==> config.mk <==
export PLATFORM = sky130hd
export DESIGN_NAME = byte_recurrence_checksum_top
export DESIGN_NICKNAME = d
export VERILOG_FILES = /design/src/hw/rtl/brc_pkg.sv /design/src/hw/rtl/byte_recurrence_checksum_top.sv
export SDC_FILE = /design/constraint.sdc
export NUM_CORES = 1
export LEC_CHECK = 0
export BUFFER_PORTS_ARGS = -buffer_cell sky130_fd_sc_hd__buf_4
export CAP_MARGIN = 20
export CELL_PAD_IN_SITES_DETAIL_PLACEMENT = 1
export CELL_PAD_IN_SITES_GLOBAL_PLACEMENT = 1
export CORE_UTILIZATION = 51
export CTS_CLUSTER_SIZE = 30
export DETAILED_ROUTE_END_ITERATION = 16
export PLACE_DENSITY_LB_ADDON = 0.25
export SYNTH_ARGS = -nofsm -noshare
export SYNTH_HDL_FRONTEND = slang
export SYNTH_SLANG_ARGS = --single-unit
==> constraint.sdc <==
create_clock -name i_clk -period 16.3 [get_ports i_clk]
set_clock_uncertainty 0.2 [all_clocks]
set_input_delay 3.26 -clock i_clk [delete_from_list [all_inputs] [get_ports i_clk]]
set_output_delay 3.26 -clock i_clk [all_outputs]
set_load 0.005 [all_outputs]
==> src/hw/rtl/brc_pkg.sv <==
// Package for the byte recurrence checksum block.
// Holds field widths, recurrence constants and the mod-65535 fold.
// No dependencies.
package brc_pkg;

    localparam int unsigned BYTE_W = 8;
    localparam int unsigned VAL_W  = 16;
    localparam int unsigned POS_W  = 8;
    localparam int unsigned PROD_W = VAL_W + BYTE_W + 1;

    localparam logic [VAL_W-1:0] CK_MOD       = 16'hFFFF;
    localparam logic [VAL_W-1:0] CK_FIRST_ADD = 16'd7;
    localparam logic [VAL_W-1:0] CK_OLDER_INIT = 16'd1;
    localparam logic [POS_W-1:0] CK_POS_FIRST = 8'd1;

    // Reduce a 25-bit value modulo 65535: 2^16 is 1 mod 65535, so add the
    // halves, then one conditional subtract.
    function automatic logic [VAL_W-1:0] fold_mod(input logic [PROD_W-1:0] x);
        logic [VAL_W:0] y;
        y = {{(VAL_W+1-(PROD_W-VAL_W)){1'b0}}, x[PROD_W-1:VAL_W]} + {1'b0, x[VAL_W-1:0]};
        if (y >= {1'b0, CK_MOD}) begin
            y = y - {1'b0, CK_MOD};
        end
        return y[VAL_W-1:0];
    endfunction

    // pos * 17 mod 256
    function automatic logic [POS_W-1:0] alpha_term(input logic [POS_W-1:0] pos);
        return pos + {pos[3:0], 4'b0000};
    endfunction

    // pos * 31 mod 256
    function automatic logic [POS_W-1:0] beta_term(input logic [POS_W-1:0] pos);
        return {pos[2:0], 5'b00000} - pos;
    endfunction

endpackage

==> src/hw/rtl/byte_recurrence_checksum_top.sv <==
// Byte recurrence checksum: one byte per cycle in, one 16-bit checksum per message out.
// Each accepted byte is held in the input register; the recurrence step
// (two small multiplies, a subtract and a mod-65535 fold) runs from there into
// the state and result registers, so a checksum is registered as its last byte
// leaves the input register. The block sustains one byte per cycle; the
// recurrence state feeds straight back into the step logic. It stalls only when a
// message-ending byte waits on a result register that has not been taken.
// Depends on brc_pkg.
module byte_recurrence_checksum_top
    import brc_pkg::*;
(
    input  logic              i_clk,
    input  logic              i_rst_n,
    input  logic              i_in_valid,
    output logic              o_in_ready,
    input  logic [BYTE_W-1:0] i_data_byte,
    input  logic              i_last_byte,
    output logic              o_out_valid,
    input  logic              i_out_ready,
    output logic [VAL_W-1:0]  o_checksum
);

    logic              r_in_vld;
    logic [BYTE_W-1:0] r_in_byte;
    logic              r_in_last;

    logic [VAL_W-1:0]  r_older;
    logic [VAL_W-1:0]  r_newer;
    logic [POS_W-1:0]  r_pos;
    logic              r_in_message;

    logic              r_out_vld;
    logic [VAL_W-1:0]  r_checksum;

    logic              w_adv;
    logic              w_accept;
    logic [POS_W-1:0]  w_alpha;
    logic [POS_W-1:0]  w_beta;
    logic [BYTE_W:0]   w_sum;
    logic [PROD_W-1:0] w_a;
    logic [PROD_W-2:0] w_b;
    logic              w_ge;
    logic [PROD_W-1:0] w_diff;
    logic [VAL_W-1:0]  w_fold;
    logic [VAL_W-1:0]  w_step;
    logic [VAL_W-1:0]  n_older;
    logic [VAL_W-1:0]  n_newer;
    logic [POS_W-1:0]  n_pos;

    // Advance the held request unless it ends a message and the result slot is blocked.
    assign w_adv      = r_in_vld && (!r_in_last || !r_out_vld || i_out_ready);
    assign o_in_ready = !r_in_vld || w_adv;
    assign w_accept   = i_in_valid && o_in_ready;

    assign w_alpha = alpha_term(r_pos);
    assign w_beta  = beta_term(r_pos);
    assign w_sum   = {1'b0, r_in_byte} + {1'b0, w_alpha};
    assign w_a     = w_sum * r_newer;
    assign w_b     = w_beta * r_older;
    assign w_ge    = w_a >= {1'b0, w_b};
    // Negative difference: fold b-a-1, then negate mod 65535 (the +1 mimics the 64-bit wrap).
    assign w_diff  = w_ge ? (w_a - {1'b0, w_b}) : ({1'b0, w_b} - w_a - {{(PROD_W-1){1'b0}}, 1'b1});
    assign w_fold  = fold_mod(w_diff);
    assign w_step  = w_ge ? w_fold : ((w_fold == '0) ? '0 : (CK_MOD - w_fold));

    always_comb begin
        if (!r_in_message) begin
            n_older = CK_OLDER_INIT;
            n_newer = {{(VAL_W-BYTE_W){1'b0}}, r_in_byte} + CK_FIRST_ADD;
            n_pos   = CK_POS_FIRST;
        end else begin
            n_older = r_newer;
            n_newer = w_step;
            n_pos   = r_pos + CK_POS_FIRST;
        end
    end

    always_ff @(posedge i_clk) begin
        if (!i_rst_n) begin
            r_in_vld <= 1'b0;
        end else if (o_in_ready) begin
            r_in_vld <= i_in_valid;
        end
    end

    always_ff @(posedge i_clk) begin
        if (w_accept) begin
            r_in_byte <= i_data_byte;
            r_in_last <= i_last_byte;
        end
    end

    always_ff @(posedge i_clk) begin
        if (!i_rst_n) begin
            r_older      <= CK_OLDER_INIT;
            r_newer      <= '0;
            r_pos        <= '0;
            r_in_message <= 1'b0;
        end else if (w_adv) begin
            r_older      <= n_older;
            r_newer      <= n_newer;
            r_pos        <= n_pos;
            r_in_message <= !r_in_last;
        end
    end

    always_ff @(posedge i_clk) begin
        if (!i_rst_n) begin
            r_out_vld <= 1'b0;
        end else if (w_adv && r_in_last) begin
            r_out_vld <= 1'b1;
        end else if (i_out_ready) begin
            r_out_vld <= 1'b0;
        end
    end

    always_ff @(posedge i_clk) begin
        if (w_adv && r_in_last) begin
            r_checksum <= n_newer;
        end
    end

    assign o_out_valid = r_out_vld;
    assign o_checksum  = r_checksum;

    a_cksum_range: assert property (@(posedge i_clk) disable iff (!i_rst_n)
        r_out_vld |-> (r_checksum != CK_MOD))
        else $error("checksum outside 0..65534");

    a_last_makes_result: assert property (@(posedge i_clk) disable iff (!i_rst_n)
        (w_adv && r_in_last) |=> r_out_vld)
        else $error("message end did not load the result register");

    a_last_ends_message: assert property (@(posedge i_clk) disable iff (!i_rst_n)
        (w_adv && r_in_last) |=> !r_in_message)
        else $error("message state not cleared after last byte");

    a_first_sets_pos: assert property (@(posedge i_clk) disable iff (!i_rst_n)
        (w_adv && !r_in_message) |=> (r_pos == CK_POS_FIRST))
        else $error("first byte did not restart the position");

endmodule

# Word-level counts from Yosys, hierarchy flattened
# Cells that the tools add are included.
op_classes:
  add_sub_neg: 11
  mul: 2
  order_cmp: 2
  mux: 9
  n_reduce_logical: 11
op_table:
  columns: ["op", "count"]
  rows:
  - ["$mux 16", 5]
  - ["$ge 25x24->1", 1]
  - ["$mul 9x16->25", 1]
  - ["$mux 25", 1]
  - ["$sub 24x25->25", 1]
  - ["$sub 25x1->25 const B", 1]
  - ["$sub 25x24->25", 1]
  - ["$mul 8x16->24", 1]
  - ["$add 9x16->17", 1]
  - ["$ge 17x16->1 const B", 1]
  - ["$logic_not 16->1", 1]
  - ["$sub 16x16->16 const A", 1]
  - ["$sub 16x16->16 const B", 1]
  - ["$add 8x3->9 const B", 1]
  - ["$add 8x8->9", 1]
  - ["$add 8x1->8 const B", 1]
  - ["$add 8x8->8", 1]
  - ["$mux 8", 1]
  - ["$sub 8x8->8", 1]
  - ["$logic_and 1x1->1", 3]
  - ["$logic_not 1->1", 3]
  - ["$logic_or 1x1->1", 3]
  - ["$mux 1", 2]
  - ["$reduce_bool 2->1", 1]
totals:
  regBits: 68
  in_bits: 13
  out_inout_bits: 18
  word_cells: 44

# Logic depth before layout (Yosys ltp)
depth:
  word_depth: 13
  ltp_mapped: 64
  depth_no_buf: 61

# Worst setup path after synthesis
# OpenSTA, ideal clock, no wires.
synth_timing:
  kind: "reg2reg"
  from: "reg r_pos[0]"
  to: "reg r_checksum[1] (netlist: o_checksum[1]), data pin"
  setup_time_ps: 256
  arrival_ps: 12557
  t_required_ps: 15844
  path_slack_ps: 3287
  stages_incl_launch_ff: 59
  n_path_buf: 5
  period_less_slack_ps: 13013
  cell_sequence: "dfxtp_1 -> ha_1 -> inv_1 -> fa_1 -> inv_1 -> a21oi_1 -> o21ai_0 -> a21oi_1 -> nor2_1 -> nor2_1 -> xnor2_1 -> clkbuf_1 -> nand2_1 -> fa_1 -> fa_1 -> fa_1 -> inv_1 -> fa_1 -> [... 23 more ...] -> ha_1 -> a21o_1 -> a21oi_1 -> o21ai_0 -> o21ai_0 -> nand2b_1 -> a21oi_1 -> o21a_1 -> a41oi_1 -> o31ai_1 -> a31oi_1 -> buf_4 -> a22oi_2 -> nand4_1 -> nor4_4 -> and2_1 -> buf_4 -> nor2_1"
synth_between:
  elab_chain_len: 13
  elab_cells_between_ends: 19
  classes_between: "add/sub (9); mul (2); order compare (2); mux (5); reduce/logical (1)"
synth_rtl:
  columns: ["item", "line", "source"]
  rows:
  - ["from (decl)", "byte_recurrence_checksum_top.sv:29", "logic [POS_W-1:0] r_pos;"]
  - ["from (signal assigned)", "byte_recurrence_checksum_top.sv:102", "r_pos <= n_pos;"]
  - ["$add 8x8->8", "brc_pkg.sv:29", "return pos + {pos[3:0], 4'b0000};"]
  - ["$add 8x8->9", "byte_recurrence_checksum_top.sv:57", "assign w_sum = {1'b0, r_in_byte} + {1'b0, w_alpha};"]
  - ["$mul 9x16->25", "byte_recurrence_checksum_top.sv:58", "assign w_a = w_sum * r_newer;"]
  - ["$sub 24x25->25", "byte_recurrence_checksum_top.sv:62", "assign w_diff = w_ge ? (w_a - {1'b0, w_b}) : ({1'b0, w_b} - w_a - {{(PROD_W-1){1'b0}}, 1'b1});"]
  - ["$sub 25x1->25", "byte_recurrence_checksum_top.sv:62", null]
  - ["$mux 25", "byte_recurrence_checksum_top.sv:62", null]
  - ["$add 9x16->17", "brc_pkg.sv:20", "y = {{(VAL_W+1-(PROD_W-VAL_W)){1'b0}}, x[PROD_W-1:VAL_W]} + {1'b0, x[VAL_W-1:0]};"]
  - ["$sub 16x16->16 or $ge 17x16->1 (tied branches)", "brc_pkg.sv:22, brc_pkg.sv:21", null]
  - ["$mux 16", "brc_pkg.sv:21", "if (y >= {1'b0, CK_MOD}) begin"]
  - ["$sub 16x16->16 or $logic_not 16->1 (tied branches)", "byte_recurrence_checksum_top.sv:64", "assign w_step = w_ge ? w_fold : ((w_fold == '0) ? '0 : (CK_MOD - w_fold));"]
  - ["$mux 16", "byte_recurrence_checksum_top.sv:64", null]
  - ["$mux 16 (*)", "byte_recurrence_checksum_top.sv:64", null]
  - ["$mux 16 (*)", "byte_recurrence_checksum_top.sv:67", "if (!r_in_message) begin"]
  - ["named net n_newer[1]", "byte_recurrence_checksum_top.sv:47", "logic [VAL_W-1:0] n_newer;"]
  - ["to (signal assigned)", "byte_recurrence_checksum_top.sv:119", "r_checksum <= n_newer;"]
  - ["to (decl)", "byte_recurrence_checksum_top.sv:33", "logic [VAL_W-1:0] r_checksum;"]
# The timed path passes the listed nets; every way through them passes the cells marked *.
# A chain may end at the register's enable or synchronous reset.

# Worst setup path after layout
layout_timing:
  from: "reg r_pos[0]"
  to: "reg r_checksum[8] (netlist: o_checksum[8]), data pin"
# The elaborated chain is that of the path after synthesis.

==> metrics.cfg <==
[clocking]
cts_made_buffers=9
cts_root_buf=clkbuf_16
clock_sinks=68
cts_tree=built
cts.clk_slew.worst_paths_ns=0.06
clk_path_buf_depth=2
htreeDepth=3
postCtsHoldBufs=0
insertion_delay_ns=0.36

[floorplan]
die_width_um=175
io_pins=31
core_sq_um=29000
rows=62
die-area_sq_um=30500
start_util_pct=52.4
die_y_um=175

[sta]
slew_violations=0
setup_tns_ns=0
setup_viol=0
timing.slew.headroom_pct=26.3
maxClockFrequency_ghz=0.0660
tightest_slew_ns=1.10
rsz0062_at_grt=false
finalCritPeriodShare_pct=92.9
hold_viol_final=0
layout_setup_ws_ns=1.16
fin_crit_ns=15.14

[finish]
syn_to_final_growth_pct=5.58
multiInputGateArea_sq_um=12200
antennaDiodeCount=0
drive_above_1_share_pct=4.68
fin_util_pct=55.3
fin_nets=2197
regArea_sq_um=1610
nFillCells=3549

[global_routing]
first_global_vias=14600
grt_usage_pct=32.8
grt_first_pass_wirelength_mm=78.0
grt_overflow=0
grt_max_degree=28
antenna_found_initial=0

[yosys]
synthDistinctLibCells=73
synth-edff-count=25
synthesis.area_sq_um=15200
synth_cells=1859
postSynthAreaPerCell_sq_um=8.18
netlist_top_cells_count=inv_1 (293), nand2_1 (229), fa_1 (188)
yosys_warnings=0
synth_seq_cells=68
synth_ff_type=dfxtp_1
yosysTopAreaCellShare_pct=24.7
ys_seq_area_share_pct=10.6
synth_area_leader_cell=fa_1
yosysMostFrequentCell=inv_1
async_flop_share_pct=0
synth_fp_nets=2222
ys_top_cells_by_area=fa_1 (25%), ha_1 (13%), inv_1 (7.2%), and2_1 (6.0%), dfxtp_1 (5.7%)

[routing]
via_per_inst=5.93
ant_nets=0
vias=13200
dr.pass1.iters=5
drc_errors=0
drt_iter0_drc=632
drt_wl_total_mm=48.4
wl_per_cell_um=21.8

[worst_setup_path]
crit_top_cell=a21oi_1
required_ns=16.19
end_kind=flip-flop
critical_path.max_stage_delay_ns=0.55
crit_fanout=24
critPathSlowestCell=fa_1
critical_path_arrival_ns=15.03
cp_top_family=compound AO/OA/AOI/OAI gates
critPathLaunchType=flip-flop
crit_buf_inv=4
worstSetupPathType=reg2reg

[placement]
io_buffers=30
dp_slack_ns=0.855
gp_congestion=0.949
dp_hpwl_mm=39.4

[run_status]
outcome=finished, final reports clean

[run]
maxCapViolCount=0

[hold_path]
hp-class=reg2reg

what timing repair did:
item                                    4_1_cts  5_1_grt
gates resized for setup                       0        2
endpoints found under the hold margin         0        0
endpoints found under the setup margin        0       32
setup buffers                                 0        0
through the flow:
stage               hold WS [ns]  cells  instance area, sq um
global placement           0.346   2206                 15700
global route               0.440   2223                 16100
detailed placement         0.376   2206                 15700
CTS                        0.402   2222                 16000
floorplan                  0.247   1859                 15200
finish                     0.401   2223                 16100
layout by cell type, fill, tap and decap left out, types with 10 or more instances in the layout:
master	count
inv_1	293
nand2_1	229
fa_1	188
ha_1	162
and2_1	146
a21oi_1	104
xnor2_1	83
nor2_1	66
a21o_1	50
buf_4	48
o21ai_0	46
dfxtp_1	43
xor2_1	34
nand3_1	31
o21bai_1	26
edfxtp_1	25
nor3_1	23
nand2b_1	22
nor2b_1	20
and3_1	17
o21a_1	16
a31oi_1	12
a211oi_1	10
cell families after synthesis:
kind of cell	share of synthesized area, %
adders and majority gates	38.1
muxes	0.592
DFF	10.6
and+or+nand+nor	19.7
buffers and inverters	9.42
xor gates and xnor gates	6.91
AOI/OAI and AO/OA	14.7
tightest hold or removal path: stages, from the launching register on:
cell and delay (ns):
dfxtp_1 0.40, xor2_1 0.09, nor2_1 0.08
per-layer routing:
metal	GRT usage, %	vias to the layer above	wire length (um)
met5	0	-	0
met4	12.5	0	1610
met3	4.16	108	2530
met2	59.1	391	24900
met1	39.6	6750	19400
li1	-	5940	-
worst paths after layout:
kind | depth (start not counted) | end | slack (ns) | start
min | 2 | r_pos[7] | 0.40 | r_pos[7]
max reg2reg | 57 | o_checksum[8] | 1.16 | r_pos[0]
min reg2reg | 2 | r_pos[7] | 0.40 | r_pos[7]
max | 57 | o_checksum[8] | 1.16 | r_pos[0]
area by class of cell:
type	count	share of cell area (%)
Sequential cell	68	10.0
Timing Repair Buffer	48	2.24
Multi-Input combinational cell	1414	76.0
Clock buffer	9	1.40
Clock inverter	7	0.468
Inverter	293	6.85
Tap cell	384	2.99
state kept, by name (all words and copies together) (netlist names):
signal	flops
r_older	16
r_in_last	1
r_pos	8
r_newer	16
r_in_message	1
r_in_vld	1
o_out_valid	1
o_checksum	16
r_in_byte	8
Power is not shown: default switching activity piles up to over one toggle a cycle in this logic, so the estimate is an artifact.
